===== config.mk =====
export PLATFORM = sky130hd
export DESIGN_NAME = wbmp_stream_decoder
export DESIGN_NICKNAME = d
export VERILOG_FILES = /design/src/rtl/wbmp_pkg.sv /design/src/rtl/wbmp_parser.sv /design/src/rtl/wbmp_cmd_fifo.sv /design/src/rtl/wbmp_expander.sv /design/src/rtl/wbmp_stream_decoder.sv
export SDC_FILE = /design/constraint.sdc
export NUM_CORES = 1
export LEC_CHECK = 0
export BUFFER_PORTS_ARGS = -buffer_cell sky130_fd_sc_hd__buf_2
export CAP_MARGIN = 15
export CORE_MARGIN = 5
export CORE_UTILIZATION = 40
export DETAILED_ROUTE_END_ITERATION = 8
export HOLD_SLACK_MARGIN = 0.03
export PLACE_DENSITY = 0.63
export RECOVER_POWER = 100
export SLEW_MARGIN = 20
export SYNTH_ARGS = -nofsm -noshare
export SYNTH_HDL_FRONTEND = slang
export SYNTH_SLANG_ARGS = --single-unit

===== constraint.sdc =====
create_clock -name clk -period 21.8 [get_ports clk]
set_clock_uncertainty 0.1 [all_clocks]
set_input_delay 3.27 -clock clk [delete_from_list [all_inputs] [get_ports clk]]
set_output_delay 3.27 -clock clk [all_outputs]
set_load 0.02 [all_outputs]

===== src/rtl/wbmp_pkg.sv =====
// Shared types and constants for the WBMP stream decoder.
// Used by the parser, the command queue, the pixel expander and the top level.
// No dependencies.
`default_nettype none

package wbmp_pkg;

  // Default dimension width of the decoder
  localparam int DimBitsDefault = 16;

  // Reported field widths
  localparam int OutDimW   = 16;
  localparam int PixW      = 8;
  localparam int ErrW      = 3;
  localparam int PixPerByte = 8;
  localparam int CntW      = 4;
  localparam int IdxW      = 3;

  // Output stream packing
  localparam int TdataW = 80;
  localparam int TuserW = 3;

  // Command queue depth (power of two)
  localparam int FifoDepth = 4;
  localparam int FifoPtrW  = $clog2(FifoDepth);

  typedef enum logic [1:0] {
    KIND_DIM = 2'd0,
    KIND_PIX = 2'd1,
    KIND_ERR = 2'd2
  } kind_t;

  typedef enum logic [2:0] {
    ERR_NONE  = 3'd0,
    ERR_TYPE  = 3'd1,
    ERR_EXT   = 3'd2,
    ERR_DIM   = 3'd3,
    ERR_TRUNC = 3'd4
  } err_t;

  // One command from parser to expander. For a dimensions command, col and
  // row carry the width and height.
  typedef struct packed {
    kind_t              kind;
    logic [PixW-1:0]    pix_byte;
    logic [OutDimW-1:0] col;
    logic [OutDimW-1:0] row;
    err_t               err;
    logic [CntW-1:0]    cnt;
    logic               img_last;
  } cmd_t;

endpackage

`default_nettype wire


===== src/rtl/wbmp_parser.sv =====
// Front end: accepts file bytes, parses the WBMP header and tracks pixel
// position, emitting one command per result group. Depends on wbmp_pkg.
`default_nettype none

module wbmp_parser #(
  parameter int DIM_BITS = wbmp_pkg::DimBitsDefault
) (
  input  wire logic          clk,
  input  wire logic          rst,
  input  wire logic          in_valid,
  output logic               in_ready,
  input  wire logic [7:0]    data_byte,
  input  wire logic          start_of_file,
  input  wire logic          end_of_stream,
  input  wire logic          q_full,
  output logic               push,
  output wbmp_pkg::cmd_t     cmd
);

  typedef enum logic [2:0] {
    PH_TYPE  = 3'd0,
    PH_HDR   = 3'd1,
    PH_PARAM = 3'd2,
    PH_SKIP  = 3'd3,
    PH_WID   = 3'd4,
    PH_HEI   = 3'd5,
    PH_PIX   = 3'd6,
    PH_DONE  = 3'd7
  } phase_t;

  localparam logic [DIM_BITS-1:0] DimOne   = DIM_BITS'(1);
  localparam logic [DIM_BITS-1:0] DimEight = DIM_BITS'(wbmp_pkg::PixPerByte);

  phase_t              phase, phase_next;
  logic [DIM_BITS-1:0] acc, acc_next;
  logic                type_nz, type_nz_next;
  logic [4:0]          skip, skip_next;
  logic [DIM_BITS-1:0] img_w, img_w_next;
  logic [DIM_BITS-1:0] img_h, img_h_next;
  logic [DIM_BITS-1:0] col, col_next;
  logic [DIM_BITS-1:0] row, row_next;

  // State as seen after an optional restart
  phase_t              eff_phase;
  logic [DIM_BITS-1:0] eff_acc, eff_w, eff_h, eff_col, eff_row;
  logic                eff_type_nz;
  logic [4:0]          eff_skip;

  logic                accept;
  logic [DIM_BITS-1:0] acc_shift;
  logic                acc_ovf;
  logic [DIM_BITS-1:0] left;
  logic [wbmp_pkg::CntW-1:0] cnt;
  logic [DIM_BITS-1:0] col_adv;
  logic                row_end;
  logic                img_end;

  assign in_ready = !q_full;
  assign accept   = in_valid && in_ready;

  // Apply restart before handling the byte
  always_comb begin
    if (start_of_file) begin
      eff_phase   = PH_TYPE;
      eff_acc     = '0;
      eff_type_nz = 1'b0;
      eff_skip    = '0;
      eff_w       = '0;
      eff_h       = '0;
      eff_col     = '0;
      eff_row     = '0;
    end else begin
      eff_phase   = phase;
      eff_acc     = acc;
      eff_type_nz = type_nz;
      eff_skip    = skip;
      eff_w       = img_w;
      eff_h       = img_h;
      eff_col     = col;
      eff_row     = row;
    end
  end

  // Continuation-coded number step and overflow check
  assign acc_shift = {eff_acc[DIM_BITS-8:0], data_byte[6:0]};
  assign acc_ovf   = |eff_acc[DIM_BITS-1 -: 7];

  // Pixel count for this byte and position advance
  assign left    = eff_w - eff_col;
  assign cnt     = (left < DimEight) ? left[wbmp_pkg::CntW-1:0]
                                     : wbmp_pkg::CntW'(wbmp_pkg::PixPerByte);
  assign col_adv = eff_col + DIM_BITS'(cnt);
  assign row_end = (col_adv == eff_w);
  assign img_end = row_end && (eff_row == (eff_h - DimOne));

  // Classify the item
  always_comb begin
    phase_next   = eff_phase;
    acc_next     = eff_acc;
    type_nz_next = eff_type_nz;
    skip_next    = eff_skip;
    img_w_next   = eff_w;
    img_h_next   = eff_h;
    col_next     = eff_col;
    row_next     = eff_row;
    push         = 1'b0;
    cmd          = '0;
    cmd.kind     = wbmp_pkg::KIND_ERR;
    cmd.err      = wbmp_pkg::ERR_NONE;
    cmd.cnt      = wbmp_pkg::CntW'(1);

    if (end_of_stream) begin
      if (eff_phase != PH_DONE) begin
        push       = accept;
        cmd.err    = wbmp_pkg::ERR_TRUNC;
        phase_next = PH_DONE;
      end
    end else begin
      case (eff_phase)
        PH_TYPE: begin
          if (|data_byte[6:0]) begin
            type_nz_next = 1'b1;
          end
          if (!data_byte[7]) begin
            if (type_nz_next) begin
              push       = accept;
              cmd.err    = wbmp_pkg::ERR_TYPE;
              phase_next = PH_DONE;
            end else begin
              phase_next = PH_HDR;
            end
          end
        end
        PH_HDR: begin
          case (data_byte[7:6])
            2'b00: begin
              phase_next = PH_WID;
              acc_next   = '0;
            end
            2'b11: phase_next = PH_PARAM;
            default: begin
              push       = accept;
              cmd.err    = wbmp_pkg::ERR_EXT;
              phase_next = PH_DONE;
            end
          endcase
        end
        PH_PARAM: begin
          skip_next  = 5'(data_byte[6:4]) + 5'(data_byte[3:0]);
          phase_next = (skip_next != 5'd0) ? PH_SKIP : PH_HDR;
        end
        PH_SKIP: begin
          skip_next = eff_skip - 5'd1;
          if (skip_next == 5'd0) begin
            phase_next = PH_HDR;
          end
        end
        PH_WID, PH_HEI: begin
          acc_next = acc_shift;
          if (acc_ovf) begin
            push       = accept;
            cmd.err    = wbmp_pkg::ERR_DIM;
            phase_next = PH_DONE;
          end else if (!data_byte[7]) begin
            acc_next = '0;
            if (eff_phase == PH_WID) begin
              img_w_next = acc_shift;
              phase_next = PH_HEI;
            end else begin
              img_h_next   = acc_shift;
              col_next     = '0;
              row_next     = '0;
              push         = accept;
              cmd.kind     = wbmp_pkg::KIND_DIM;
              cmd.col      = wbmp_pkg::OutDimW'(eff_w);
              cmd.row      = wbmp_pkg::OutDimW'(acc_shift);
              cmd.img_last = (eff_w == '0) || (acc_shift == '0);
              phase_next   = cmd.img_last ? PH_DONE : PH_PIX;
            end
          end
        end
        PH_PIX: begin
          push         = accept;
          cmd.kind     = wbmp_pkg::KIND_PIX;
          cmd.pix_byte = data_byte;
          cmd.col      = wbmp_pkg::OutDimW'(eff_col);
          cmd.row      = wbmp_pkg::OutDimW'(eff_row);
          cmd.cnt      = cnt;
          cmd.img_last = img_end;
          if (row_end) begin
            col_next = '0;
            row_next = eff_row + DimOne;
          end else begin
            col_next = col_adv;
          end
          if (img_end) begin
            phase_next = PH_DONE;
          end
        end
        default: ;
      endcase
    end
  end

  // Hold parser state; advance on each accepted item
  always_ff @(posedge clk) begin
    if (rst) begin
      phase   <= PH_TYPE;
      acc     <= '0;
      type_nz <= 1'b0;
      skip    <= '0;
      img_w   <= '0;
      img_h   <= '0;
      col     <= '0;
      row     <= '0;
    end else if (accept) begin
      phase   <= phase_next;
      acc     <= acc_next;
      type_nz <= type_nz_next;
      skip    <= skip_next;
      img_w   <= img_w_next;
      img_h   <= img_h_next;
      col     <= col_next;
      row     <= row_next;
    end
  end

endmodule

`default_nettype wire


===== src/rtl/wbmp_cmd_fifo.sv =====
// Short command queue between parser and expander.
// Register-based, first-word fall-through. Depends on wbmp_pkg.
`default_nettype none

module wbmp_cmd_fifo (
  input  wire logic           clk,
  input  wire logic           rst,
  input  wire logic           push,
  input  wire wbmp_pkg::cmd_t push_cmd,
  output logic                full,
  input  wire logic           pop,
  output logic                not_empty,
  output wbmp_pkg::cmd_t      head
);

  wbmp_pkg::cmd_t                entries [wbmp_pkg::FifoDepth];
  logic [wbmp_pkg::FifoPtrW-1:0] wr_ptr, rd_ptr;
  logic [wbmp_pkg::FifoPtrW:0]   count;
  logic                          do_push, do_pop;

  assign full      = (count == (wbmp_pkg::FifoPtrW+1)'(wbmp_pkg::FifoDepth));
  assign not_empty = (count != '0);
  assign head      = entries[rd_ptr];
  assign do_push   = push && !full;
  assign do_pop    = pop && not_empty;

  // Store incoming commands
  always_ff @(posedge clk) begin
    if (do_push) begin
      entries[wr_ptr] <= push_cmd;
    end
  end

  // Advance pointers and occupancy
  always_ff @(posedge clk) begin
    if (rst) begin
      wr_ptr <= '0;
      rd_ptr <= '0;
      count  <= '0;
    end else begin
      if (do_push) begin
        wr_ptr <= wr_ptr + 1'b1;
      end
      if (do_pop) begin
        rd_ptr <= rd_ptr + 1'b1;
      end
      case ({do_push, do_pop})
        2'b10:   count <= count + 1'b1;
        2'b01:   count <= count - 1'b1;
        default: count <= count;
      endcase
    end
  end

endmodule

`default_nettype wire


===== src/rtl/wbmp_expander.sv =====
// Back end: turns queued commands into result items, one per cycle while the
// output is not stalled, into a registered output stage. Depends on wbmp_pkg.
`default_nettype none

module wbmp_expander (
  input  wire logic                         clk,
  input  wire logic                         rst,
  input  wire logic                         q_not_empty,
  input  wire wbmp_pkg::cmd_t               q_head,
  output logic                              q_pop,
  output logic                              m_tvalid,
  input  wire logic                         m_tready,
  output logic [wbmp_pkg::TdataW-1:0]       m_tdata,
  output logic [wbmp_pkg::TuserW-1:0]       m_tuser,
  output logic                              m_tlast
);

  wbmp_pkg::cmd_t                cur;
  logic                          cur_valid;
  logic [wbmp_pkg::IdxW-1:0]     idx;
  logic                          slot_free;
  logic                          emit;
  logic                          last_idx;

  logic [wbmp_pkg::PixW-1:0]     f_pix;
  logic [wbmp_pkg::OutDimW-1:0]  f_col, f_row, f_w, f_h;
  logic [wbmp_pkg::ErrW-1:0]     f_err;

  assign slot_free = !m_tvalid || m_tready;
  assign emit      = slot_free && cur_valid;
  assign last_idx  = ((wbmp_pkg::CntW'(idx) + wbmp_pkg::CntW'(1)) == cur.cnt);
  assign q_pop     = q_not_empty && (!cur_valid || (emit && last_idx));

  // Build the result fields for the current position
  always_comb begin
    f_pix = '0;
    f_col = '0;
    f_row = '0;
    f_w   = '0;
    f_h   = '0;
    f_err = wbmp_pkg::ERR_NONE;
    case (cur.kind)
      wbmp_pkg::KIND_PIX: begin
        f_pix = cur.pix_byte[3'd7 - idx] ? 8'hff : 8'h00;
        f_col = cur.col + wbmp_pkg::OutDimW'(idx);
        f_row = cur.row;
      end
      wbmp_pkg::KIND_DIM: begin
        f_w = cur.col;
        f_h = cur.row;
      end
      default: f_err = cur.err;
    endcase
  end

  // Hold the active command and step through its pixels
  always_ff @(posedge clk) begin
    if (rst) begin
      cur_valid <= 1'b0;
      idx       <= '0;
      m_tvalid  <= 1'b0;
    end else begin
      if (slot_free) begin
        m_tvalid <= cur_valid;
      end
      if (q_pop || (emit && last_idx)) begin
        idx <= '0;
      end else if (emit) begin
        idx <= idx + 1'b1;
      end
      if (q_pop) begin
        cur_valid <= 1'b1;
      end else if (emit && last_idx) begin
        cur_valid <= 1'b0;
      end
    end
  end

  // Load command payload and output payload
  always_ff @(posedge clk) begin
    if (q_pop) begin
      cur <= q_head;
    end
    if (emit) begin
      m_tdata <= {5'd0, f_err, f_h, f_w, f_row, f_col, f_pix};
      m_tuser <= {cur.img_last && last_idx, cur.kind};
      m_tlast <= last_idx;
    end
  end

endmodule

`default_nettype wire


===== src/rtl/wbmp_stream_decoder.sv =====
// WBMP type 0 stream decoder: one file byte in, dimensions, pixels or errors out.
// Results are registered: queue entry, expander current command, then output stage.
// Throughput: one input byte per cycle while the 4-entry command queue has room;
// one result per cycle out while m_tready allows; a pixel byte yields 1 to 8 results.
// Reset (rst, synchronous): parser awaits the type field, queue empties, no output.
// Depends on wbmp_pkg, wbmp_parser, wbmp_cmd_fifo, wbmp_expander.
`default_nettype none

module wbmp_stream_decoder #(
  parameter int DIM_BITS = wbmp_pkg::DimBitsDefault
) (
  input  wire logic                         clk,
  input  wire logic                         rst,
  input  wire logic                         s_tvalid,
  output logic                              s_tready,
  input  wire logic [7:0]                   s_tdata,  // [7:0] data_byte
  input  wire logic                         s_tuser,  // [0] start_of_file
  input  wire logic                         s_tlast,  // end_of_stream
  output logic                              m_tvalid,
  input  wire logic                         m_tready,
  // [7:0] pixel_value, [23:8] column, [39:24] row, [55:40] width,
  // [71:56] height, [74:72] error_code, [79:75] zero
  output logic [wbmp_pkg::TdataW-1:0]       m_tdata,
  output logic [wbmp_pkg::TuserW-1:0]       m_tuser,  // [1:0] kind, [2] last_of_image
  output logic                              m_tlast   // last_in_run
);

  logic           q_full, q_not_empty, q_pop, push;
  wbmp_pkg::cmd_t push_cmd, q_head;

  wbmp_parser #(
    .DIM_BITS (DIM_BITS)
  ) u_parser (
    .clk           (clk),
    .rst           (rst),
    .in_valid      (s_tvalid),
    .in_ready      (s_tready),
    .data_byte     (s_tdata),
    .start_of_file (s_tuser),
    .end_of_stream (s_tlast),
    .q_full        (q_full),
    .push          (push),
    .cmd           (push_cmd)
  );

  wbmp_cmd_fifo u_fifo (
    .clk       (clk),
    .rst       (rst),
    .push      (push),
    .push_cmd  (push_cmd),
    .full      (q_full),
    .pop       (q_pop),
    .not_empty (q_not_empty),
    .head      (q_head)
  );

  wbmp_expander u_expander (
    .clk         (clk),
    .rst         (rst),
    .q_not_empty (q_not_empty),
    .q_head      (q_head),
    .q_pop       (q_pop),
    .m_tvalid    (m_tvalid),
    .m_tready    (m_tready),
    .m_tdata     (m_tdata),
    .m_tuser     (m_tuser),
    .m_tlast     (m_tlast)
  );

endmodule

`default_nettype wire

Word-level counts from Yosys, hierarchy flattened

Memory sizes are Yosys's and may differ from the RTL's. A register that Yosys moved wholly into a read port is not among the register bits.
Cells that the tools add are included.

Bits in registers: 180
Input port bits: 14
Bits in writable memories: 200
Memories kept: 1
Word-level logic and storage cells: 178
Output and inout bits: 86

Memories:

| name           | words | bits a word | read ports | clocked after Yosys merged registers in | write ports | line                | source |
|---|---|---|---|---|---|---|---|
| u_fifo.entries | 4     | 50          | 1          | 1                                       | 1           | wbmp_cmd_fifo.sv:16 | `wbmp_pkg::cmd_t entries [wbmp_pkg::FifoDepth];` |

Mux-type cells: 96
Reduce and logical (&&, ||, !) cells: 31
Eq/ne operators: 15
Add/subtract/negate cells: 14
$lt $le $gt $ge: 2

Operators with widths:

| kind                    | count |
|---|---|
| $mux W16                | 29 |
| $mux W32                | 3 |
| $pmux W16 S2            | 3 |
| $pmux W32 S2            | 1 |
| $mux W42                | 1 |
| $mux W3                 | 13 |
| $eq A16 B16 Y1          | 2 |
| $logic_not A16 Y1       | 2 |
| $mux W1                 | 24 |
| $pmux W3 S6             | 1 |
| $add A16 B1 Y16 const B | 1 |
| $add A16 B3 Y16         | 1 |
| $add A16 B4 Y16         | 1 |
| $lt A16 B4 Y1 const B   | 1 |
| $mux W8                 | 2 |
| $sub A16 B1 Y16 const B | 1 |
| $sub A16 B16 Y16        | 1 |
| $mux W5                 | 3 |
| $reduce_or A7 Y1        | 2 |
| $eq A3 B3 Y1 const B    | 4 |
| $mux W2                 | 6 |
| $pmux W3 S2             | 2 |
| $pmux W5 S2             | 1 |
| $pmux W3 S3             | 1 |
| 29 further kinds        | 52 |

Logic depth before layout (Yosys ltp)

Gate-level depths: netlist of the first run.

Depth after elaboration: 11
Depth in mapped cells: 32
Depth with buffers taken out: 24

Hierarchy

Synthesis of the first run repeated with hierarchy kept, for this count alone.

Cells, all modules: 1,659
Area total of the unflattened synthesis: 20,139.3 um2

By module, submodules not included:

| module        | sequential area each (um2) | cells each | area each (um2) | instances |
|---|---|---|---|---|
| wbmp_cmd_fifo | 6,185.9                    | 314        | 7,747.4         | 1 |
| wbmp_parser   | 1,781.7                    | 1,042      | 7,465.9         | 1 |
| wbmp_expander | 3,763.6                    | 303        | 4,926.0         | 1 |

Least setup slack after synthesis of the first run

Ideal clock, no wire load.

Kind: input to register
From: input port m_tready
To: register u_fifo.count[2] (netlist name)
Data arrival time: 10.110 ns
Setup slack: 11.520 ns
Stages on the path: 11
Required time: 21.630 ns
Path buffers: 1
Cell sequence: nand2b_1 -> and2_1 -> clkbuf_1 -> nand2_1 -> a21oi_1 -> ha_1 -> inv_1 -> fa_1 -> xor2_1 -> or3_1 -> a21oi_1

Longest elaborated chain between the ends: 8

RTL lines:

| what                                                     | line                      | source |
|---|---|---|
| start, declared                                          | wbmp_stream_decoder.sv:20 | `input wire logic m_tready,` |
| $logic_or A1 B1 Y1 *                                     | wbmp_expander.sv:29       | `assign slot_free = !m_tvalid \|\| m_tready;` |
| $logic_and A1 B1 Y1 *                                    | wbmp_expander.sv:30       | `assign emit = slot_free && cur_valid;` |
| named net u_expander.emit                                | wbmp_expander.sv:22       | `logic emit;` |
| $logic_and A1 B1 Y1 *                                    | wbmp_expander.sv:32       | `assign q_pop = q_not_empty && (!cur_valid \|\| (emit && last_idx));` |
| $logic_or A1 B1 Y1 *                                     | wbmp_expander.sv:32       |  |
| $logic_and A1 B1 Y1 *                                    | wbmp_expander.sv:32       |  |
| named net q_pop                                          | wbmp_stream_decoder.sv:28 | `logic q_full, q_not_empty, q_pop, push;` |
| $logic_and A1 B1 Y1 *                                    | wbmp_cmd_fifo.sv:25       | `assign do_pop = pop && not_empty;` |
| $eq A2 B1 Y1 / $eq A2 B2 Y1 (equally long branches)      | wbmp_cmd_fifo.sv:47       | `case ({do_push, do_pop})` |
| $pmux W3 S2 / $reduce_bool A2 Y1 (equally long branches) | -                         |  |
| end signal, assigned                                     | wbmp_cmd_fifo.sv:48       | `2'b10: count <= count + 1'b1;` |
| end signal, assigned                                     | wbmp_cmd_fifo.sv:49       | `2'b01: count <= count - 1'b1;` |
| end signal, assigned                                     | wbmp_cmd_fifo.sv:50       | `default: count <= count;` |
| end, declared                                            | wbmp_cmd_fifo.sv:18       | `logic [wbmp_pkg::FifoPtrW:0] count;` |

Mark *: on every way through the listed nets, which the timed path passes. The rest lies on a longest branch.
A chain may end at the register's enable or synchronous reset.

Final worst setup path of the first run

From: input port s_tuser
To: register u_parser.row[12]

Longest elaborated chain between the ends: 9

RTL lines:

| what                 | line                      | source |
|---|---|---|
| start, declared      | wbmp_stream_decoder.sv:17 | `input wire logic s_tuser,` |
| $mux W16             | wbmp_parser.sv:63         | `if (start_of_file) begin` |
| $sub A16 B16 Y16     | wbmp_parser.sv:89         | `assign left = eff_w - eff_col;` |
| $lt A16 B4 Y1        | wbmp_parser.sv:90         | `assign cnt = (left < DimEight) ? left[wbmp_pkg::CntW-1:0]` |
| $mux W4              | wbmp_parser.sv:90         |  |
| $add A16 B4 Y16      | wbmp_parser.sv:92         | `assign col_adv = eff_col + DIM_BITS'(cnt);` |
| $eq A16 B16 Y1       | wbmp_parser.sv:93         | `assign row_end = (col_adv == eff_w);` |
| $mux W16             | wbmp_parser.sv:190        | `if (row_end) begin` |
| $pmux W16 S2         | wbmp_parser.sv:119        | `case (eff_phase)` |
| $mux W16 *           | wbmp_parser.sv:112        | `if (end_of_stream) begin` |
| end signal, assigned | wbmp_parser.sv:224        | `row <= row_next;` |
| end, declared        | wbmp_parser.sv:41         | `logic [DIM_BITS-1:0] row, row_next;` |

Every way passes the cells marked *; elsewhere a longest branch is shown, timed or not.

==> qor.yml, run 1 <==
run_status: "finished, violations left"
violations: "max-capacitance violations, max-slew violations"
clkLatencyLatePin_ns: 0.58
synth.avg_cell_area_um2: 12.1
p_sw_mw: 0.664
comb_power_share_pct: 18.5
grt_pass1_wl_um: 77000
finalCritPeriodShare_pct: 61.4
cts_tree: "yes"
worstPathArrival_ns: 13.76
fill_cells: 4503
setup_tns_ns: 0
synth_edf_count: 322
synth-seq-cells: 423
drc: 0
yosysMostFrequentCell: "edfxtp_1"
postLayoutCellArea_mm2: 0.0222
cap_violations: 13
syn_to_final_growth_pct: 11.9
grt-ovfl-total: 0
cp-start-kind: "primary input"
fp.dieArea_mm2: 0.0542
worstSetupPathType: "primary input to flip-flop"
diodes: 0
viasPerCell: 5.63
maxSlewHeadroom_pct: -184
yosys_warnings: 0
fmax_mhz: 74.7
root_buffer: "clkbuf_16"
worstMarginPinSlew_ns: 4.26
nets: 1749
worstPathMaxFanout: 48
cts_num_sinks: 423
powerDensity_mw_per_mm2: 105
drive_gt1_share_pct: 9.57
vias: 13517
grt_pass1_vias: 13345
hold_violations: 0
io_pins: 100
grt_usage_pct: 18.2
syn-cell-area_mm2: 0.0198
yosys-top-cells-count: "edfxtp_1 (322), nor2_1 (155), dfxtp_1 (101)"
pwr-share-seq_pct: 48.2
synth_top_area_cell: "edfxtp_1"
synth_top_area_share_pct: 48.7
place_hpwl_um: 33700
hold_path.class: "flip-flop to flip-flop"
synth_area_leaders: "edfxtp_1 (49%), dfxtp_1 (10%), mux4_2 (5.9%)"
slew_viol_final: 605
chipHeight_um: 233
die-width_um: 233
h-tree-depth: 2
async_flop_share_pct: 0
antenna_found_initial: 0
ir_drop_mv: 0.0649
synthFlopType: "edfxtp_1"
start_util_pct: 40.5
io_buffers: 94
period_needed_ns: 13.39
ant_nets: 0
ys_seq_area_share_pct: 58.9
clk_pin_slew_worst_paths_ns: 0.06
synth.distinct_cells: 82
p_leak_nw: 7.40
syn_inst: 1641
cts_buffers: 45
coreArea_mm2: 0.0491
gp_congestion: 0.908
wl_per_cell_um: 20.8
drt_first_pass_iters: 6
holdBufCountCts: 0
rows: 81
cts_buffer_depth: 3
whs_ns: 0.374
cts_setup_buffers: 0
grt_max_degree: 73
dpl_cell_area_mm2: 0.0209
drt-total-wl_um: 49800
crit_required_ns: 22.17
power_frac_clock_pct: 33.3
drt_iter0_drc: 1273
internal_power_mw: 1.66
switching_share_pct: 28.6
rsz0062_at_grt: "false"
setup_viol: 0
end_kind: "flip-flop"
cts_resized: 0
==> layout make-up <==
type                    instances  area (µm²)  area share, %
flip-flops and latches        423       11700           52.6
multi-input cells            1069        7540           34.0
clock buffers                  58        1230           5.53
well taps                     664         831           3.74
repair buffers                115         469           2.11
clock inverters                25         280           1.26
inverters                      45         169          0.760
==> stage by stage <==
step	instances	worst slack (ns)	utilization, %	power (mW)
2_1_floorplan	1645	11.52	-	1.43
3_3_place_gp	2316	11.21	42.6	1.56
3_5_place_dp	2316	10.98	42.6	1.58
4_1_cts	2399	11.62	45.7	2.35
5_1_grt	2399	7.59	45.3	2.44
6_report	2399	8.41	45.3	2.32
==> cell usage in the layout (no fill, tap or decap), types with 12 or more instances in the layout <==
cell / netlist / final
a22o_1: 18 / 18
and2_0: 0 / 41
nand3_1: 33 / 33
clkbuf_1: 72 / 104
inv_1: 44 / 44
and2_1: 64 / 20
and3_1: 12 / 12
xnor2_1: 32 / 32
or3_1: 15 / 15
o211ai_1: 13 / 13
a21oi_1: 64 / 64
a22oi_1: 54 / 54
xor2_1: 28 / 28
nor3_1: 49 / 49
a31oi_1: 26 / 26
nand2_1: 95 / 95
nand2b_1: 20 / 20
nor2_1: 155 / 155
mux4_2: 52 / 52
nand4_1: 15 / 15
dfxtp_1: 101 / 100
edfxtp_1: 322 / 322
buf_2: 13 / 12
ha_1: 32 / 32
o21ai_0: 62 / 64
a21o_1: 13 / 13
nor4_1: 17 / 17
nor2b_1: 47 / 47
clkbuf_16: 0 / 45
==> flip-flops by register name (all words and copies together), names as in the netlist, 2 cells and up <==
register,count
u_expander.cur,50
u_parser.row,16
u_expander.idx,3
u_fifo.rd_ptr,2
u_parser.skip,5
u_fifo.entries,200
u_parser.img_h,16
u_parser.img_w,16
u_expander.m_tuser,3
u_parser.col,16
u_parser.phase,3
u_fifo.count,3
u_fifo.wr_ptr,2
u_expander.m_tdata,68
u_parser.acc,16
==> logic make-up after synthesis <==
family	count (synthesis)	share of synthesized area, %
other cells	1	0.0189
flops	423	58.9
xor+xnor	60	2.65
buf+inv	153	3.20
compound gates	347	11.9
mux	66	6.63
simple gates	553	14.2
fa+ha+maj	38	2.52
==> power by group through the flow <==
stage	Clock (mW)	Sequential, mW	Combinational, mW
detailed placement	0	1.12	0.455
finish	0.773	1.12	0.429
floorplan	0	1.15	0.282
global route	0.828	1.14	0.474
global placement	0	1.12	0.447
CTS	0.793	1.11	0.456
==> path summary, 6_finish.rpt <==
check,start,end,slack (ns),cells after the start
worst max register to register,u_parser.img_w[1],u_parser.row[12],13.18,22
worst min register to register,u_parser.col[0],u_parser.col[0],0.37,2
worst max-delay path,s_tuser,u_parser.row[12],8.41,27
worst min-delay path,u_parser.col[0],u_parser.col[0],0.37,2
==> per-layer routing <==
| layer | up-vias | GRT usage (%) | share of wire (%) |
|---|---|---|---|
| met5 | - | 0 | 0 |
| met4 | 0 | 6.29 | 3.7 |
| met2 | 458 | 29.2 | 46 |
| met1 | 6649 | 24.6 | 43 |
| li1 | 6301 | - | - |
| met3 | 109 | 4.05 | 6.7 |
==> worst max-delay path, cell delays in order <==
cell and delay (ns):
buf_2 0.10, clkbuf_1 0.84, inv_1 0.22, clkbuf_1 1.55
nand2_1 0.24, ha_1 0.34, inv_1 0.07, ha_1 0.33
nor2_1 0.09, or3_1 0.47, o211ai_1 0.37, a41oi_1 0.21
mux2i_1 0.21, o2111a_1 0.30, and3b_1 0.21, ha_1 0.20
inv_1 0.07, fa_1 0.41, nand2b_1 0.20, a211oi_1 0.58
and4_1 0.29, o311ai_0 0.13, o2bb2ai_1 0.27, nor4_1 1.14
nand2_1 0.79, or4_1 0.69, o221a_2 0.13
(Power assumes the default switching activity.)
==> run 2, diff against run 1 <==
- PLACE_DENSITY: 0.63 -> 0.65
- clock period: 21.8 -> 12 ns (I/O delays scaled with it)
==> run 2 against run 1 <==
Effect of this change:
- the run still ends with max-capacitance violations, max-slew violations left
- global-route usage increased by 0.37 points
- combinational power increased by 81%
- register-to-register slack got worse by 9.0 ns
- flip-flop and latch count unchanged
- die area unchanged
- worst hold slack got worse by 0.0069 ns
- clock power increased by 72%
- total power increased by 79%
- cell area decreased by 0.36%
- non-clock buffer count increased by 4
- worst setup slack got worse by 6.0 ns
- sequential share of layout area increased by 0.19 points
- critical path type unchanged
- critical endpoint unchanged
- highest routed layer is now met5
==> qor.yml, run 2 (synthesized netlist as in run 1, its figures left out) <==
final_common_cell: "edfxtp_1"
die-width_um: 233
maxSlewHeadroom_pct: -142
fin_ws_ns: 2.43
drt-total-wl_um: 51000
holdBufCountCts: 0
placedCellCount: 2320
rows: 81
gp_congestion: 0.922
wl_per_cell_um: 21.2
layout.cells.non_filler: 2400
drive_gt1_share_pct: 9.45
mostFrequentLayoutCells: "edfxtp_1 (322), nor2_1 (154), clkbuf_1 (108)"
viasPerCell: 5.64
pre_cts_slack_ns: 2.80
finalCritPeriodShare_pct: 79.7
syn_to_final_growth_pct: 11.5
cts_buffer_depth: 3
largest_register_ffs: 200
grt_usage_pct: 18.6
rsz0062_at_grt: "false"
whs_ns: 0.368
worstSetupPathType: "primary input to flip-flop"
p_total_mw: 4.15
vias: 13533
fmax_mhz: 105
violations: "max-capacitance violations, max-slew violations"
grt-ovfl-total: 0
chipHeight_um: 233
fp.dieArea_mm2: 0.0542
io_pins: 100
worstMarginPinSlew_ns: 3.63
cts_tree: "yes"
cts_resized: 0
worstPathMaxFanout: 23
multi_input_area_mm2: 0.00754
largest_register: "u_fifo.entries"
diodes: 0
powerDensity_mw_per_mm2: 187
end_kind: "flip-flop"
ant_nets: 0
cap_violations: 11
root_buffer: "clkbuf_16"
period_needed_ns: 9.57
grt_max_degree: 70
start_util_pct: 40.5
reg_top3: "u_fifo.entries (200), u_expander.m_tdata (68), u_expander.cur (50)"
cp-start-kind: "primary input"
cts_setup_buffers: 0
crit_required_ns: 12.38
drc: 0
clkLatencyLatePin_ns: 0.58
grt_pass1_vias: 13353
place_hpwl_um: 34500
cts_num_sinks: 423
grt_pass1_wl_um: 78500
antenna_found_initial: 1
slew_viol_final: 524
layout.area.seq_mm2: 0.0117
setup_viol: 0
ir_drop_mv: 0.122
hold_violations: 0
coreArea_mm2: 0.0491
h-tree-depth: 2
cts_buffers: 44
hold_path.class: "flip-flop to flip-flop"
drt_first_pass_iters: 6
run_status: "finished, violations left"
nets: 1752
p_leak_nw: 7.35
setup_tns_ns: 0
drt_iter0_drc: 1364
fill_cells: 4497
io_buffers: 94
clk_pin_slew_worst_paths_ns: 0.06
worstPathArrival_ns: 9.95
-- run 2: changes by cell type in the layout (fill, tap and decap cells not counted), moves of 2 or more --
| cell | change |
|---|---|
| clkbuf_2 | +2 |
| buf_4 | +2 |
| and2_1 | +7 |
| bufinv_16 | -3 |
| and2_0 | -8 |
| clkbuf_1 | +4 |
-- run 2: cell type report --
cell class / count / area share [%]
multi-input cells: 1069 / 34.1
clock buffers: 60 / 5.53
flip-flops and latches: 423 / 52.8
inverters: 45 / 0.763
clock inverters: 20 / 0.820
well taps: 664 / 3.75
repair buffers: 119 / 2.22
-- run 2: path summary, 6_finish.rpt --
path	startpoint	to	slack (ns)	depth (start not counted)
worst min-delay path	u_parser.col[0]	u_parser.col[0]	0.37	2
worst max-delay path	s_tuser	u_parser.row[12]	2.43	24
worst min register to register	u_parser.col[0]	u_parser.col[0]	0.37	2
worst max register to register	u_parser.img_w[1]	u_parser.row[12]	4.18	22
-- run 2: metal layers --
layer / vias to the layer above / wire (µm) / track usage [%]
met5: - / 13 / 0
met4: 2 / 1400 / 5.78
met3: 93 / 2910 / 3.37
met2: 413 / 24500 / 31.2
met1: 6710 / 22100 / 24.6
li1: 6315 / - / -
-- run 2: where the power goes --
part / total [mW] / switching [mW] / internal, mW
sequential: 2.04 / 0.120 / 1.92
clock: 1.33 / 0.567 / 0.763
combinational: 0.777 / 0.518 / 0.259
total: 4.15 / 1.20 / 2.94
-- run 2: metrics by stage --
step	util, %	cell area, µm²
2_1_floorplan	-	19900
3_3_place_gp	42.6	20900
3_5_place_dp	42.6	20900
4_1_cts	45.5	22300
5_1_grt	45.1	22100
6_report	45.1	22100
-- run 2: critical path: stages --
cell	delay, ns
clkbuf_1	0.09
inv_1	0.49
clkbuf_1	1.03
nand2_1	0.39
ha_1	0.53
nor2_1	0.08
a31oi_1	0.20
o311a_1	0.20
nand3_1	0.07
nor4_1	0.33
o2111a_1	0.35
and3b_1	0.21
ha_1	0.20
inv_1	0.07
fa_1	0.42
nand2b_1	0.21
a211oi_1	0.59
and4_1	0.28
o311ai_0	0.12
o2bb2ai_1	0.24
nor4_4	0.57
nand2_1	0.62
or4_1	0.68
o221a_2	0.13
